## config.mk

```make
export PLATFORM = sky130hd
export DESIGN_NAME = rr_srdf_turn_scheduler_unit
export DESIGN_NICKNAME = d
export VERILOG_FILES = /design/src/sv/rrs_pkg.sv /design/src/sv/rrs_dist_unit.sv /design/src/sv/rrs_ready_list.sv /design/src/sv/rr_srdf_turn_scheduler_unit.sv
export SDC_FILE = /design/constraint.sdc
export NUM_CORES = 2
export LEC_CHECK = 0
export ABC_CLOCK_PERIOD_IN_PS = 8500
export BUFFER_PORTS_ARGS = -buffer_cell sky130_fd_sc_hd__buf_2
export CAP_MARGIN = 0
export CELL_PAD_IN_SITES_DETAIL_PLACEMENT = 1
export CELL_PAD_IN_SITES_GLOBAL_PLACEMENT = 1
export CORE_MARGIN = 5
export CORE_UTILIZATION = 48
export CTS_BUF_LIST = sky130_fd_sc_hd__clkbuf_8
export CTS_CLUSTER_DIAMETER = 200
export CTS_CLUSTER_SIZE = 12
export DETAILED_ROUTE_END_ITERATION = 10
export GPL_ROUTABILITY_DRIVEN = 0
export PLACE_DENSITY_LB_ADDON = 0.25
export SYNTH_ARGS = -nofsm -noshare
export SYNTH_HDL_FRONTEND = slang
export SYNTH_SLANG_ARGS = --single-unit
```

## constraint.sdc

```tcl
create_clock -name clk -period 8.5 [get_ports clk]
set_input_delay 0.85 -clock clk [delete_from_list [all_inputs] [get_ports clk]]
set_output_delay 0.85 -clock clk [all_outputs]
set_load 0.005 [all_outputs]
```

## src/sv/rrs_pkg.sv

```systemverilog
package rrs_pkg;

  // input opcodes
  localparam logic [2:0] OP_JOIN      = 3'd0;
  localparam logic [2:0] OP_SCHEDULE  = 3'd1;
  localparam logic [2:0] OP_LOC_REQ   = 3'd2;
  localparam logic [2:0] OP_LOC_REPLY = 3'd3;
  localparam logic [2:0] OP_MOVE      = 3'd4;
  localparam logic [2:0] OP_RES_REQ   = 3'd5;
  localparam logic [2:0] OP_RES_GRANT = 3'd6;
  localparam logic [2:0] OP_REMOVE    = 3'd7;

  // result status codes
  localparam logic [2:0] ST_OK          = 3'd0;
  localparam logic [2:0] ST_DUPLICATE   = 3'd1;
  localparam logic [2:0] ST_NOT_CURRENT = 3'd2;
  localparam logic [2:0] ST_NOT_FOUND   = 3'd3;
  localparam logic [2:0] ST_FULL        = 3'd4;
  localparam logic [2:0] ST_NONE_READY  = 3'd5;

  // notification kinds
  localparam logic [2:0] NK_NONE     = 3'd0;
  localparam logic [2:0] NK_JOINED   = 3'd1;
  localparam logic [2:0] NK_MOVE     = 3'd2;
  localparam logic [2:0] NK_RES_REQ  = 3'd3;
  localparam logic [2:0] NK_LOC_REQ  = 3'd4;
  localparam logic [2:0] NK_GRANTED  = 3'd5;
  localparam logic [2:0] NK_REMOVED  = 3'd6;

  // configuration register indexes
  localparam logic [7:0] CFG_QUANTUM = 8'd0;
  localparam logic [7:0] CFG_POLICY  = 8'd1;

  localparam int TURN_BITS = 9;
  localparam logic [TURN_BITS-1:0] TURN_MAX = 9'd511;

  // ready list command
  typedef struct packed {
    logic wr;   // write one entry
    logic rot;  // rotate head to tail
  } rl_cmd_t;

endpackage

```

## src/sv/rrs_dist_unit.sv

```systemverilog
module rrs_dist_unit #(
  parameter int COORD_BITS = 8,
  parameter int DW         = 9
) (
  input  logic [COORD_BITS-1:0] pos_x,
  input  logic [COORD_BITS-1:0] pos_y,
  input  logic [COORD_BITS-1:0] tgt_x,
  input  logic [COORD_BITS-1:0] tgt_y,
  input  logic                  has_target,
  input  logic [7:0]            quantum,
  output logic [DW-1:0]         distance
);

  logic [COORD_BITS-1:0] dx;
  logic [COORD_BITS-1:0] dy;

  assign dx = (pos_x > tgt_x) ? (pos_x - tgt_x) : (tgt_x - pos_x);
  assign dy = (pos_y > tgt_y) ? (pos_y - tgt_y) : (tgt_y - pos_y);

  // Manhattan distance, quantum stands in when no target is known
  assign distance = has_target ? (DW'(dx) + DW'(dy)) : DW'(quantum);

endmodule

```

## src/sv/rrs_ready_list.sv

```systemverilog
module rrs_ready_list #(
  parameter int MAX_ENTRIES = 16,
  parameter int IW          = 4,
  parameter int KW          = 5
) (
  input  logic           clk,
  input  rrs_pkg::rl_cmd_t cmd,
  input  logic [KW-1:0]  count,
  input  logic [IW-1:0]  rd_idx,
  output logic [IW-1:0]  rd_data,
  input  logic [IW-1:0]  wr_idx,
  input  logic [IW-1:0]  wr_data
);

  logic [IW-1:0] order [MAX_ENTRIES];

  assign rd_data = order[rd_idx];

  always_ff @(posedge clk) begin
    if (cmd.rot) begin
      // shift each live entry down one place, old head to the tail
      for (int i = 0; i < MAX_ENTRIES; i++) begin
        if (KW'(i) + KW'(1) < count) begin
          order[i] <= order[(i + 1) % MAX_ENTRIES];
        end else if (KW'(i) + KW'(1) == count) begin
          order[i] <= order[0];
        end
      end
    end else if (cmd.wr) begin
      order[wr_idx] <= wr_data;
    end
  end

endmodule

```

## src/sv/rr_srdf_turn_scheduler_unit.sv

```systemverilog
// Channel   Direction  Handshake               Payload
// s_*       in         s_tvalid / s_tready     one request item
// m_*       out        m_tvalid / m_tready     one result item per request
// cfg_*     in         cfg_valid / cfg_ready   register write (index, data)
//
// Walks: single-step opcodes need no walk; join and resource granted walk all
//   MAX_ENTRIES slots, one a cycle; remove walks the slots and then the ready list
//   to compact it; resource request compacts the ready list only; shortest-distance
//   scheduling walks the ready list through the distance unit.
// Reset: rst clears control state and valid bits; slot payload stays unset.
// Stalls: s_tready is high only while idle; a finished result holds in the
//   output register until taken, and the next item may enter meanwhile.
module rr_srdf_turn_scheduler_unit #(
  parameter int MAX_ENTRIES = 16,
  parameter int COORD_BITS  = 8
) (
  input  logic        clk,
  input  logic        rst,
  input  logic        s_tvalid,
  output logic        s_tready,
  input  logic [31:0] s_tdata,   // symbol, coord_x, coord_y, resource_id
  input  logic [2:0]  s_tuser,   // opcode
  output logic        m_tvalid,
  input  logic        m_tready,
  output logic [39:0] m_tdata,   // status, turn_granted, turn_symbol,
                                 // turns_granted, notify_symbol,
                                 // notify_resource, scheduler_empty, zero pad
  output logic [2:0]  m_tuser,   // notify_kind
  input  logic        cfg_valid,
  output logic        cfg_ready,
  input  logic [7:0]  cfg_index,
  input  logic [7:0]  cfg_data
);

  localparam int IW = (MAX_ENTRIES > 1) ? $clog2(MAX_ENTRIES) : 1;
  localparam int KW = $clog2(MAX_ENTRIES + 1);
  localparam int DW = (COORD_BITS + 1 > rrs_pkg::TURN_BITS) ? COORD_BITS + 1
                                                            : rrs_pkg::TURN_BITS;
  localparam int TB = rrs_pkg::TURN_BITS;

  localparam logic [2:0] S_IDLE = 3'd0;
  localparam logic [2:0] S_EXEC = 3'd1;
  localparam logic [2:0] S_JOIN = 3'd2;
  localparam logic [2:0] S_SRDF = 3'd3;
  localparam logic [2:0] S_FIND = 3'd4;
  localparam logic [2:0] S_DROP = 3'd5;
  localparam logic [2:0] S_DONE = 3'd6;

  logic [2:0] state;

  // configuration
  logic [7:0] quantum;
  logic       policy;

  // latched request
  logic [2:0]            op;
  logic [7:0]            sym;
  logic [COORD_BITS-1:0] cx;
  logic [COORD_BITS-1:0] cy;
  logic [7:0]            res;

  // client table
  logic [7:0]            slot_symbol   [MAX_ENTRIES];
  logic [COORD_BITS-1:0] slot_pos_x    [MAX_ENTRIES];
  logic [COORD_BITS-1:0] slot_pos_y    [MAX_ENTRIES];
  logic [COORD_BITS-1:0] slot_target_x [MAX_ENTRIES];
  logic [COORD_BITS-1:0] slot_target_y [MAX_ENTRIES];
  logic [MAX_ENTRIES-1:0] slot_has_target;
  logic [MAX_ENTRIES-1:0] slot_used;
  logic [MAX_ENTRIES-1:0] blocked_mark;

  logic [KW-1:0] ready_count;
  logic [IW-1:0] cur_slot;
  logic [7:0]    cur_sym;
  logic          cur_valid;
  logic [TB-1:0] turns;
  logic          loc_asked;

  // walk state
  logic [KW-1:0] k;
  logic [KW-1:0] w;
  logic          found;
  logic          dup;
  logic [IW-1:0] fslot;
  logic [IW-1:0] drop_slot;
  logic [IW-1:0] best;
  logic [7:0]    best_sym;
  logic [DW-1:0] best_dist;

  // result fields
  logic [2:0] r_status;
  logic       r_granted;
  logic [2:0] r_nkind;
  logic [7:0] r_nsym;
  logic [7:0] r_nres;

  // output register
  logic [2:0]    o_status;
  logic          o_granted;
  logic [7:0]    o_tsym;
  logic [TB-1:0] o_turns;
  logic [2:0]    o_nkind;
  logic [7:0]    o_nsym;
  logic [7:0]    o_nres;
  logic          o_empty;

  // ready list port
  rrs_pkg::rl_cmd_t rl_cmd;
  logic [IW-1:0]    rl_rd_idx;
  logic [IW-1:0]    rl_rd_data;
  logic [IW-1:0]    rl_wr_idx;
  logic [IW-1:0]    rl_wr_data;

  rrs_ready_list #(
    .MAX_ENTRIES (MAX_ENTRIES),
    .IW          (IW),
    .KW          (KW)
  ) u_ready (
    .clk     (clk),
    .cmd     (rl_cmd),
    .count   (ready_count),
    .rd_idx  (rl_rd_idx),
    .rd_data (rl_rd_data),
    .wr_idx  (rl_wr_idx),
    .wr_data (rl_wr_data)
  );

  // slot read address: table index during lookups, ready entry otherwise
  logic [IW-1:0] sl_rd;
  logic [IW-1:0] k_idx;
  logic          k_last;
  logic          k_in_list;
  logic [7:0]    sl_sym;
  logic [DW-1:0] route_dist;

  assign k_idx     = k[IW-1:0];
  assign k_last    = (k == KW'(MAX_ENTRIES - 1));
  assign k_in_list = (k < ready_count);
  assign sl_rd     = (state == S_FIND) ? k_idx : rl_rd_data;
  assign sl_sym    = slot_symbol[sl_rd];

  rrs_dist_unit #(
    .COORD_BITS (COORD_BITS),
    .DW         (DW)
  ) u_dist (
    .pos_x      (slot_pos_x[sl_rd]),
    .pos_y      (slot_pos_y[sl_rd]),
    .tgt_x      (slot_target_x[sl_rd]),
    .tgt_y      (slot_target_y[sl_rd]),
    .has_target (slot_has_target[sl_rd]),
    .quantum    (quantum),
    .distance   (route_dist)
  );

  logic is_cur;
  assign is_cur = cur_valid && (cur_sym == sym);

  // walk decisions for this cycle
  logic          dup_n;
  logic          found_n;
  logic [IW-1:0] fslot_n;
  logic          take_best;
  logic [IW-1:0] best_n;
  logic [7:0]    best_sym_n;
  logic [DW-1:0] best_dist_n;
  logic [TB-1:0] turns_dec;

  always_comb begin
    dup_n   = dup;
    found_n = found;
    fslot_n = fslot;
    if (state == S_JOIN) begin
      if (k_in_list && sl_sym == sym) dup_n = 1'b1;
      if (!slot_used[k_idx] && !found) begin
        found_n = 1'b1;
        fslot_n = k_idx;
      end
    end else begin
      // highest matching slot wins
      if (slot_used[k_idx] && sl_sym == sym &&
          (op == rrs_pkg::OP_REMOVE || blocked_mark[k_idx])) begin
        found_n = 1'b1;
        fslot_n = k_idx;
      end
    end
    take_best   = (k == '0) || (route_dist < best_dist);
    best_n      = take_best ? rl_rd_data : best;
    best_sym_n  = take_best ? sl_sym : best_sym;
    best_dist_n = take_best ? route_dist : best_dist;
    turns_dec   = (turns != '0) ? (turns - TB'(1)) : '0;
  end

  always_comb begin
    rl_cmd     = '0;
    rl_rd_idx  = k_idx;
    rl_wr_idx  = ready_count[IW-1:0];
    rl_wr_data = fslot_n;
    case (state)
      S_EXEC: begin
        rl_rd_idx = (ready_count > KW'(1)) ? IW'(1) : '0;
        rl_cmd.rot = (op == rrs_pkg::OP_SCHEDULE) && !cur_valid &&
                     (ready_count != '0) && !policy;
      end
      S_JOIN: begin
        rl_cmd.wr = k_last && !dup_n && found_n &&
                    (ready_count < KW'(MAX_ENTRIES));
      end
      S_FIND: begin
        rl_cmd.wr = k_last && found_n && (op == rrs_pkg::OP_RES_GRANT) &&
                    (ready_count < KW'(MAX_ENTRIES));
      end
      S_DROP: begin
        rl_wr_idx  = w[IW-1:0];
        rl_wr_data = rl_rd_data;
        rl_cmd.wr  = k_in_list && (rl_rd_data != drop_slot);
      end
      default: begin
      end
    endcase
  end

  logic any_blocked;
  assign any_blocked = |(slot_used & blocked_mark);

  assign s_tready  = (state == S_IDLE);
  assign cfg_ready = 1'b1;

  always_ff @(posedge clk) begin
    if (rst) begin
      state           <= S_IDLE;
      quantum         <= 8'd3;
      policy          <= 1'b0;
      slot_has_target <= '0;
      slot_used       <= '0;
      blocked_mark    <= '0;
      ready_count     <= '0;
      cur_slot        <= '0;
      cur_sym         <= '0;
      cur_valid       <= 1'b0;
      turns           <= '0;
      loc_asked       <= 1'b0;
      m_tvalid        <= 1'b0;
    end else begin
      if (cfg_valid) begin
        if (cfg_index == rrs_pkg::CFG_QUANTUM) quantum <= cfg_data;
        else if (cfg_index == rrs_pkg::CFG_POLICY) policy <= cfg_data[0];
      end
      if (m_tvalid && m_tready) m_tvalid <= 1'b0;

      case (state)
        S_IDLE: begin
          if (s_tvalid) begin
            op        <= s_tuser;
            sym       <= s_tdata[7:0];
            cx        <= COORD_BITS'(s_tdata[15:8]);
            cy        <= COORD_BITS'(s_tdata[23:16]);
            res       <= s_tdata[31:24];
            k         <= '0;
            w         <= '0;
            found     <= 1'b0;
            dup       <= 1'b0;
            r_status  <= rrs_pkg::ST_OK;
            r_granted <= 1'b0;
            r_nkind   <= rrs_pkg::NK_NONE;
            r_nsym    <= '0;
            r_nres    <= '0;
            state     <= S_EXEC;
          end
        end

        S_EXEC: begin
          state <= S_DONE;
          case (op)
            rrs_pkg::OP_JOIN: state <= S_JOIN;
            rrs_pkg::OP_SCHEDULE: begin
              // ignore while a turn is held
              if (!cur_valid) begin
                loc_asked <= 1'b0;
                if (ready_count == '0) begin
                  r_status <= rrs_pkg::ST_NONE_READY;
                end else if (!policy) begin
                  cur_slot  <= rl_rd_data;
                  cur_sym   <= sl_sym;
                  cur_valid <= 1'b1;
                  turns     <= TB'(quantum);
                  r_granted <= 1'b1;
                end else begin
                  state <= S_SRDF;
                end
              end
            end
            rrs_pkg::OP_LOC_REQ: begin
              if (!is_cur) begin
                r_status <= rrs_pkg::ST_NOT_CURRENT;
              end else begin
                loc_asked <= 1'b1;
                r_nkind   <= rrs_pkg::NK_LOC_REQ;
                r_nsym    <= sym;
                r_nres    <= res;
              end
            end
            rrs_pkg::OP_LOC_REPLY: begin
              if (!cur_valid || !loc_asked) begin
                r_status <= rrs_pkg::ST_NOT_CURRENT;
              end else begin
                slot_target_x[cur_slot]   <= cx;
                slot_target_y[cur_slot]   <= cy;
                slot_has_target[cur_slot] <= 1'b1;
                r_granted                 <= 1'b1;
              end
            end
            rrs_pkg::OP_MOVE: begin
              if (!is_cur) begin
                r_status <= rrs_pkg::ST_NOT_CURRENT;
              end else begin
                slot_pos_x[cur_slot] <= cx;
                slot_pos_y[cur_slot] <= cy;
                r_nkind              <= rrs_pkg::NK_MOVE;
                r_nsym               <= sym;
                turns                <= turns_dec;
                // release the turn once it runs out
                if (turns_dec != '0) r_granted <= 1'b1;
                else cur_valid <= 1'b0;
              end
            end
            rrs_pkg::OP_RES_REQ: begin
              if (!is_cur) begin
                r_status <= rrs_pkg::ST_NOT_CURRENT;
              end else begin
                r_nkind                <= rrs_pkg::NK_RES_REQ;
                r_nsym                 <= sym;
                r_nres                 <= res;
                blocked_mark[cur_slot] <= 1'b1;
                cur_valid              <= 1'b0;
                turns                  <= '0;
                drop_slot              <= cur_slot;
                state                  <= S_DROP;
              end
            end
            default: state <= S_FIND;
          endcase
        end

        S_JOIN: begin
          dup   <= dup_n;
          found <= found_n;
          fslot <= fslot_n;
          k     <= k + KW'(1);
          if (k_last) begin
            state <= S_DONE;
            if (dup_n) begin
              r_status <= rrs_pkg::ST_DUPLICATE;
            end else if (!found_n) begin
              r_status <= rrs_pkg::ST_FULL;
            end else begin
              slot_used[fslot_n]       <= 1'b1;
              slot_symbol[fslot_n]     <= sym;
              slot_pos_x[fslot_n]      <= cx;
              slot_pos_y[fslot_n]      <= cy;
              slot_has_target[fslot_n] <= 1'b0;
              blocked_mark[fslot_n]    <= 1'b0;
              if (ready_count < KW'(MAX_ENTRIES)) ready_count <= ready_count + KW'(1);
              r_nkind <= rrs_pkg::NK_JOINED;
              r_nsym  <= sym;
            end
          end
        end

        S_SRDF: begin
          // first minimum in ready order
          best      <= best_n;
          best_sym  <= best_sym_n;
          best_dist <= best_dist_n;
          k         <= k + KW'(1);
          if (k + KW'(1) == ready_count) begin
            cur_slot  <= best_n;
            cur_sym   <= best_sym_n;
            cur_valid <= 1'b1;
            turns     <= (best_dist_n > DW'(rrs_pkg::TURN_MAX)) ? rrs_pkg::TURN_MAX
                                                                : best_dist_n[TB-1:0];
            r_granted <= 1'b1;
            state     <= S_DONE;
          end
        end

        S_FIND: begin
          found <= found_n;
          fslot <= fslot_n;
          k     <= k + KW'(1);
          if (k_last) begin
            state <= S_DONE;
            if (!found_n) begin
              r_status <= rrs_pkg::ST_NOT_FOUND;
            end else if (op == rrs_pkg::OP_RES_GRANT) begin
              blocked_mark[fslot_n]    <= 1'b0;
              slot_has_target[fslot_n] <= 1'b0;
              if (ready_count < KW'(MAX_ENTRIES)) ready_count <= ready_count + KW'(1);
              r_nkind <= rrs_pkg::NK_GRANTED;
              r_nsym  <= sym;
            end else begin
              if (cur_valid && cur_slot == fslot_n) begin
                cur_valid <= 1'b0;
                turns     <= '0;
              end
              blocked_mark[fslot_n]    <= 1'b0;
              slot_used[fslot_n]       <= 1'b0;
              slot_has_target[fslot_n] <= 1'b0;
              r_nkind   <= rrs_pkg::NK_REMOVED;
              r_nsym    <= sym;
              drop_slot <= fslot_n;
              k         <= '0;
              w         <= '0;
              state     <= S_DROP;
            end
          end
        end

        S_DROP: begin
          // compact the ready list, one entry a cycle
          if (k_in_list) begin
            if (rl_rd_data != drop_slot) w <= w + KW'(1);
            k <= k + KW'(1);
          end else begin
            ready_count <= w;
            state       <= S_DONE;
          end
        end

        S_DONE: begin
          // hold until the output register is free
          if (!m_tvalid || m_tready) begin
            o_status  <= r_status;
            o_granted <= r_granted;
            o_tsym    <= cur_valid ? cur_sym : 8'd0;
            o_turns   <= turns;
            o_nkind   <= r_nkind;
            o_nsym    <= r_nsym;
            o_nres    <= r_nres;
            o_empty   <= (ready_count == '0) && !any_blocked;
            m_tvalid  <= 1'b1;
            state     <= S_IDLE;
          end
        end

        default: state <= S_IDLE;
      endcase
    end
  end

  assign m_tdata = {2'b00, o_empty, o_nres, o_nsym, o_turns, o_tsym, o_granted, o_status};
  assign m_tuser = o_nkind;

`ifndef SYNTHESIS
  a_count_range: assert property (@(posedge clk) disable iff (rst)
    ready_count <= KW'(MAX_ENTRIES))
    else $error("ready count beyond table depth");

  a_cur_used: assert property (@(posedge clk) disable iff (rst)
    cur_valid |-> slot_used[cur_slot])
    else $error("current client slot not in use");

  a_no_turns_idle: assert property (@(posedge clk) disable iff (rst)
    !cur_valid |-> (turns == '0))
    else $error("turns left with no current client");

  a_busy_after_accept: assert property (@(posedge clk) disable iff (rst)
    (s_tvalid && s_tready) |=> !s_tready)
    else $error("new item taken while busy");
`endif

endmodule

```

Word-level counts from Yosys, hierarchy flattened
Memories as Yosys holds them, arrays and structs flattened.
Cells that the tools add are included.
{ "op_classes": {"eq_ne": 80, "addsub": 9, "n_lt_le_gt_ge": 29, "bitwise": 26, "muxes": 339, "n_reduce_logical": 88} }
{ "op_table": {"columns": ["op", "count"], "rows": [
  ["16-bit two-way mux", 18],
  ["1-bit two-way mux", 169],
  ["4-bit two-way mux", 38],
  ["8-bit two-way mux", 19],
  ["9-bit two-way mux", 14],
  ["16-bit case mux with 3 select lines", 2],
  ["5-bit two-way mux", 18],
  ["3-bit two-way mux", 27],
  ["16-bit AND", 4],
  ["9-bit case mux with 3 select lines", 2],
  ["2-bit inequality test (second input constant)", 24],
  ["16-bit bitwise OR", 3],
  ["4-bit by 5-bit == test with 1-bit output (first input constant)", 8],
  ["4-bit by 5-bit < comparator with 1-bit output (first input constant)", 8],
  ["3-bit inequality test (second input constant)", 13],
  ["3-bit case mux with 4 select lines", 3],
  ["12-bit AND reduction", 3],
  ["16-bit case mux with 2 select lines", 1],
  ["8-bit case mux with 2 select lines", 2],
  ["8-bit case mux with 4 select lines", 1],
  ["8-bit subtractor", 4],
  ["5-bit case mux with 3 select lines", 2],
  ["6-bit AND reduction", 4],
  ["8-bit AND reduction", 3],
  ["66 further kinds", 181]
]} }
{ "totals": {"ff_bits": 229, "wordCells": 617, "output_inout_bits": 46, "memories": 6, "mem_bits_rw": 704} }
{ "memory_table": {"columns": ["name", "words", "word_bits", "read_ports", "rd_clocked_by_memory_dff", "wr", "line_no", "text"], "rows": [
  ["slot_pos_x", 16, 8, 1, 0, 1, "rr_srdf_turn_scheduler_unit.sv:64", "logic [COORD_BITS-1:0] slot_pos_x [MAX_ENTRIES];"],
  ["slot_pos_y", 16, 8, 1, 0, 1, "rr_srdf_turn_scheduler_unit.sv:65", "logic [COORD_BITS-1:0] slot_pos_y [MAX_ENTRIES];"],
  ["slot_symbol", 16, 8, 1, 0, 1, "rr_srdf_turn_scheduler_unit.sv:63", "logic [7:0] slot_symbol [MAX_ENTRIES];"],
  ["slot_target_x", 16, 8, 1, 0, 1, "rr_srdf_turn_scheduler_unit.sv:66", "logic [COORD_BITS-1:0] slot_target_x [MAX_ENTRIES];"],
  ["slot_target_y", 16, 8, 1, 0, 1, "rr_srdf_turn_scheduler_unit.sv:67", "logic [COORD_BITS-1:0] slot_target_y [MAX_ENTRIES];"],
  ["u_ready.order", 16, 4, 17, 0, 16, "rrs_ready_list.sv:15", "logic [IW-1:0] order [MAX_ENTRIES];"]
]} }

Logic depth before layout (Yosys ltp)
An unclocked memory read counts as a cell.
{ "logic_depth": {"ltp_word": 21, "depth_mapped": 52} }

Hierarchy
From an unflattened synthesis, not the netlist that was laid out.
{ "hier_totals": {"hier_cells": 3844, "hier_area_um2": 44795.5} }
{ "by_module_without_submodules": {"columns": ["module", "cells_each", "area_each_um2", "seq_area_each_um2", "n_inst"], "rows": [
  ["rr_srdf_turn_scheduler_unit", 3144, 38481.9, 25204.2, 1],
  ["rrs_ready_list", 463, 4513.1, 1921.8, 1],
  ["rrs_dist_unit", 237, 1800.5, 0.0, 1]
]} }

Worst setup path before layout
Ideal clock, no wire load.
{ "synth_timing": {"path_kind": "register -> register", "start": "reg k[1]", "end": "reg best[1], data pin", "slack_ns": -0.467, "t_required_ns": 8.240, "path_stages_with_launch": 49, "setup_time_ns": 0.260, "arrival_time_ns": 8.707, "n_path_buf": 11, "path_cell_list": "edfxtp_1 > buf_6 > buf_12 > buf_12 > mux2i_1 > a22oi_1 > a32oi_2 > o21ai_1 > buf_2 > buf_4 > buf_2 > clkbuf_1 > clkbuf_1 > nand2_1 > nand3_1 > a21oi_1 > o21ai_0 > o21a_1 > [13 not listed] > a21oi_1 > xor2_1 > ha_1 > a21o_1 > a21oi_1 > nor2_1 > o21a_1 > o21a_1 > o31ai_1 > ha_1 > a21o_1 > a21o_1 > a21oi_1 > o21ai_0 > o21ai_2 > buf_2 > buf_2 > mux2_2"} }
{ "synth_via": {"elab_chain_len": 11, "word_cells_on_any_way": 23} }
{ "synth_lines": {"columns": ["item", "line_no", "text"], "rows": [
  ["from (decl)", "rr_srdf_turn_scheduler_unit.sv:80", "logic [KW-1:0] k;"],
  ["from (signal assigned)", "rr_srdf_turn_scheduler_unit.sv:348", "k <= k + KW'(1);"],
  ["from (signal assigned)", "rr_srdf_turn_scheduler_unit.sv:374", "k <= k + KW'(1);"],
  ["from (signal assigned)", "rr_srdf_turn_scheduler_unit.sv:389", "k <= k + KW'(1);"],
  ["4-bit two-way mux", "rr_srdf_turn_scheduler_unit.sv:198", "case (state)"],
  ["memory 16 x 4 bit", null, null],
  ["4-bit two-way mux", "rr_srdf_turn_scheduler_unit.sv:139", "assign sl_rd = (state == S_FIND) ? k_idx : rl_rd_data;"],
  ["memory 16 x 8 bit (on tied branches)", null, null],
  ["8-bit subtractor, or another cell as far along", "rrs_dist_unit.sv:17", "assign dx = (pos_x > tgt_x) ? (pos_x - tgt_x) : (tgt_x - pos_x);"],
  ["8-bit two-way mux (on tied branches)", "rrs_dist_unit.sv:17, rrs_dist_unit.sv:18", null],
  ["8-bit by 8-bit adder with 9-bit output", "rrs_dist_unit.sv:21", "assign distance = has_target ? (DW'(dx) + DW'(dy)) : DW'(quantum);"],
  ["9-bit two-way mux", "rrs_dist_unit.sv:21", null],
  ["9-bit < comparator", "rr_srdf_turn_scheduler_unit.sv:186", "take_best = (k == '0) || (route_dist < best_dist);"],
  ["1-bit logical OR", "rr_srdf_turn_scheduler_unit.sv:186", null],
  ["4-bit two-way mux (*)", "rr_srdf_turn_scheduler_unit.sv:187", "best_n = take_best ? rl_rd_data : best;"],
  ["via best_n[1]", "rr_srdf_turn_scheduler_unit.sv:163", "logic [IW-1:0] best_n;"],
  ["to (signal assigned)", "rr_srdf_turn_scheduler_unit.sv:371", "best <= best_n;"],
  ["to (decl)", "rr_srdf_turn_scheduler_unit.sv:86", "logic [IW-1:0] best;"]
]} }
The timed path passes the listed nets; every way through them passes the cells marked *. The select of a mux whose other input is x is not followed.
A chain may end at the register's enable or synchronous reset.

Worst setup path after layout
{ "layout_timing": {"start": "reg k[1]", "end": "reg turns[3]"} }
{ "layout_via": {"elab_chain_len": 15, "word_cells_on_any_way": 54} }
{ "layout_lines": {"columns": ["item", "line_no", "text"], "rows": [
  ["4-bit two-way mux", "rr_srdf_turn_scheduler_unit.sv:198", null],
  ["memory 16 x 4 bit", null, null],
  ["4-bit two-way mux", "rr_srdf_turn_scheduler_unit.sv:139", null],
  ["memory 16 x 8 bit (on tied branches)", null, null],
  ["8-bit subtractor, or another cell as far along", "rrs_dist_unit.sv:17", null],
  ["8-bit two-way mux (on tied branches)", "rrs_dist_unit.sv:17, rrs_dist_unit.sv:18", null],
  ["8-bit by 8-bit adder with 9-bit output", "rrs_dist_unit.sv:21", null],
  ["9-bit two-way mux", "rrs_dist_unit.sv:21", null],
  ["9-bit < comparator", "rr_srdf_turn_scheduler_unit.sv:186", null],
  ["1-bit logical OR", "rr_srdf_turn_scheduler_unit.sv:186", null],
  ["9-bit two-way mux (*)", "rr_srdf_turn_scheduler_unit.sv:189", "best_dist_n = take_best ? route_dist : best_dist;"],
  ["via best_dist_n[3]", "rr_srdf_turn_scheduler_unit.sv:165", "logic [DW-1:0] best_dist_n;"],
  ["9-bit greater-than comparator", "rr_srdf_turn_scheduler_unit.sv:379", "turns <= (best_dist_n > DW'(rrs_pkg::TURN_MAX)) ? rrs_pkg::TURN_MAX"],
  ["9-bit two-way mux (*)", "rr_srdf_turn_scheduler_unit.sv:379", null],
  ["9-bit two-way mux (*)", "rr_srdf_turn_scheduler_unit.sv:375", "if (k + KW'(1) == ready_count) begin"],
  ["9-bit case mux with 3 select lines (*)", "rr_srdf_turn_scheduler_unit.sv:250", "case (state)"],
  ["to (signal assigned)", "rr_srdf_turn_scheduler_unit.sv:285", "turns <= TB'(quantum);"],
  ["to (signal assigned)", "rr_srdf_turn_scheduler_unit.sv:320", "turns <= turns_dec;"],
  ["to (signal assigned)", "rr_srdf_turn_scheduler_unit.sv:379", null],
  ["to (decl)", "rr_srdf_turn_scheduler_unit.sv:76", "logic [TB-1:0] turns;"]
]} }
Marked as above.

==> results.yml <==
final_layout:
  nFillCells: 9374
  regArea_mm2: 0.02713
  drive_gt1_share_pct: 17.99
  area_delta_synth_final_pct: 15.02
  nets: 4200
  multi_input_area_mm2: 0.01558
timing:
  clock_skew_ns: 0.04572
  finalSetupViolations: 35
  min_period_ns: 8.890
  rsz0062_at_grt: "true"
  fmax_mhz: 112.5
  fin_crit_sh_pct: 104.6
  slew_violations: 0
  worst_slack_ns: -0.3901
  relSlewSlack_pct: 12.92
  whs_ns: 0.2662
  worstMarginPinSlew_ns: 1.306
  hold_viol: 0
yosys:
  ys_seq_area_share_pct: 62.47
  ys_warn_count: 0
  synth-edff-count: 844
  netlist_top_cells_area: "edfxtp_1 (58%), nand2_1 (6.0%), dfxtp_1 (4.1%)"
  yosys-top-cells-count: "edfxtp_1 (844), nand2_1 (697), nand3_1 (324)"
  yosysTopAreaCell: "edfxtp_1"
  synth_area_mm2: 0.04343
  syn_area_per_cell_um2: 11.41
  synth_top_cell_area_share_pct: 58.36
  yosysMostFrequentCell: "edfxtp_1"
  syn_inst: 3806
  synth_seq_cells: 933
  async_reset_ff_share_pct: 0
  ys_dominant_reg_cell: "edfxtp_1"
  synth_cell_types: 100
grt:
  track_usage_pct: 28.13
  grt_pass1_vias: 33570
  grt_max_degree: 66
  grt_overflow: 0
  grt_first_pass_wirelength_um: 208900
  antenna_found_initial: 4
clock_network:
  cts_buffer_depth: 3
  cts-root-buf: "clkbuf_8"
  clkSinkCount: 933
  cts_tree: "done"
  cts_made_buffers: 87
  clkTransAtPathRegs_ns: 0.09
  clk_latency_ns: 0.78
  ctsHtreeMaxLevel: 3
worst_setup_path:
  crit_required_ns: 9.13
  critPathLaunchType: "flip-flop"
  max_stage_delay_ns: 0.44
  crit_path_max_fanout: 8
  cp-end-kind: "flip-flop"
  critPathArrivalTime_ns: 9.53
  crit_type: "flip-flop to flip-flop"
  cp_slowest_cell: "edfxtp_1"
  reg2reg_slack_ns: -0.39
floorplan:
  core_area_mm2: 0.08987
  die_y_um: 310.8
  placementRows: 110
  start_util_pct: 48.32
  die_w_um: 310.8
  dieArea_mm2: 0.09658
  io_pins: 102
routing:
  dr.pass1.iters: 5
  vias_per_cell: 6.186
  drt-total-wl_um: 145900
  wl_per_cell_um: 27.46
  first_iter_violations: 3330
  ant_nets: 0
  route.detailed.drc: 0
  vias: 32870
outcome:
  violations: "negative setup slack"
  outcome: "finished with violations"
run:
  maxCapViolations: 0
placement:
  io_buffers: 98
  dp_hpwl_um: 92620
min_path:
  hold_path_class: "input pin to flip-flop"
[sequential cells by signal, summed over array words and instances, names as in the netlist, 9 cells and up, named ones only]
| signal | cells |
|---|---|
| turns | 9 |
| o_turns | 9 |
| slot_symbol | 128 |
| slot_target_x | 128 |
| slot_pos_x | 128 |
| best_dist | 9 |
| slot_has_target | 16 |
| u_ready.order | 64 |
| slot_target_y | 128 |
| blocked_mark | 16 |
| slot_pos_y | 128 |
[kinds of logic (layout without fill, tap and decap cells)]
kind of cell | count (synthesis) | count (layout) | synth area share (%)
xor+xnor | 55 | 55 | 1.109
other cells | 2 | 6 | 0.01729
fa+ha+maj | 65 | 65 | 1.954
simple gates | 1480 | 1480 | 15.27
buf+inv | 354 | 681 | 3.449
mux | 222 | 222 | 5.702
flops | 933 | 933 | 62.47
compound gates | 695 | 696 | 10.03
[per-stage QoR]
step	instance area (um2)	cells	utilization, %	setup TNS, ns	worst slack, ns
final	49950	5314	55.57	-7.866	-0.3901
after global routing	49940	5312	55.57	-16.23	-0.6182
after CTS	48640	5257	54.12	0	0.0006617
after detailed placement	46710	5088	51.97	-4.532	-0.3177
after global placement	46710	5088	51.97	-0.2675	-0.08900
after floorplan	43520	3807	-	0	0.01283
[layout make-up]
| class | count | share of cell area [%] |
|---|---|---|
| Clock buffer | 90 | 2.480 |
| Timing Repair Buffer | 431 | 7.791 |
| Clock inverter | 54 | 0.4710 |
| Multi-Input combinational cell | 2521 | 31.19 |
| Tap cell | 1176 | 2.946 |
| Antenna cell | 3 | 0.01503 |
| Inverter | 106 | 0.7966 |
| Sequential cell | 933 | 54.31 |
[cells in the final DEF, fill, tap and decap left out, types with 90 or more instances in the layout]
cell type,count
nand2_1,694
nand3_1,315
inv_1,150
mux2i_1,161
o21ai_0,165
clkbuf_8,90
nor2_1,198
edfxtp_1,844
buf_2,97
buf_4,259
a21oi_1,200
[path summary, 6_finish.rpt]
kind,startpoint,to,cells after the start
hold reg to reg,r_nres[2],o_nres[2],0
hold / removal,s_tdata[2],sym[2],1
setup reg to reg,k[1],turns[3],45
setup / recovery,k[1],turns[3],45
[layer usage]
layer,wire length [um],track usage [%],vias up
met3,10280,4.462,352
met1,56090,35.31,16710
li1,-,-,14420
met4,6951,12.04,0
met2,72600,48.67,1385
met5,0,0,-
[worst max-delay path: cells and delay by family, from the launching register on]
family	cells	cell delay [ns]
DFF	1	0.44
and+or+nand+nor	3	0.20
muxes	4	0.77
adders and majority gates	3	0.85
xor gates and xnor gates	1	0.16
AOI/OAI and AO/OA	25	4.97
buffers and inverters	9	1.34
[what timing repair did]
item,4_1_cts,5_1_grt
gates resized for setup,39,150
hold buffers,0,0
pin swaps,14,64
buffers inserted,20,45
gates cloned,5,12
setup endpoints to repair,32,42
Power is left out: the tool's default activity adds up to more than one toggle a clock period on the data nets, which glitch-free logic cannot reach.
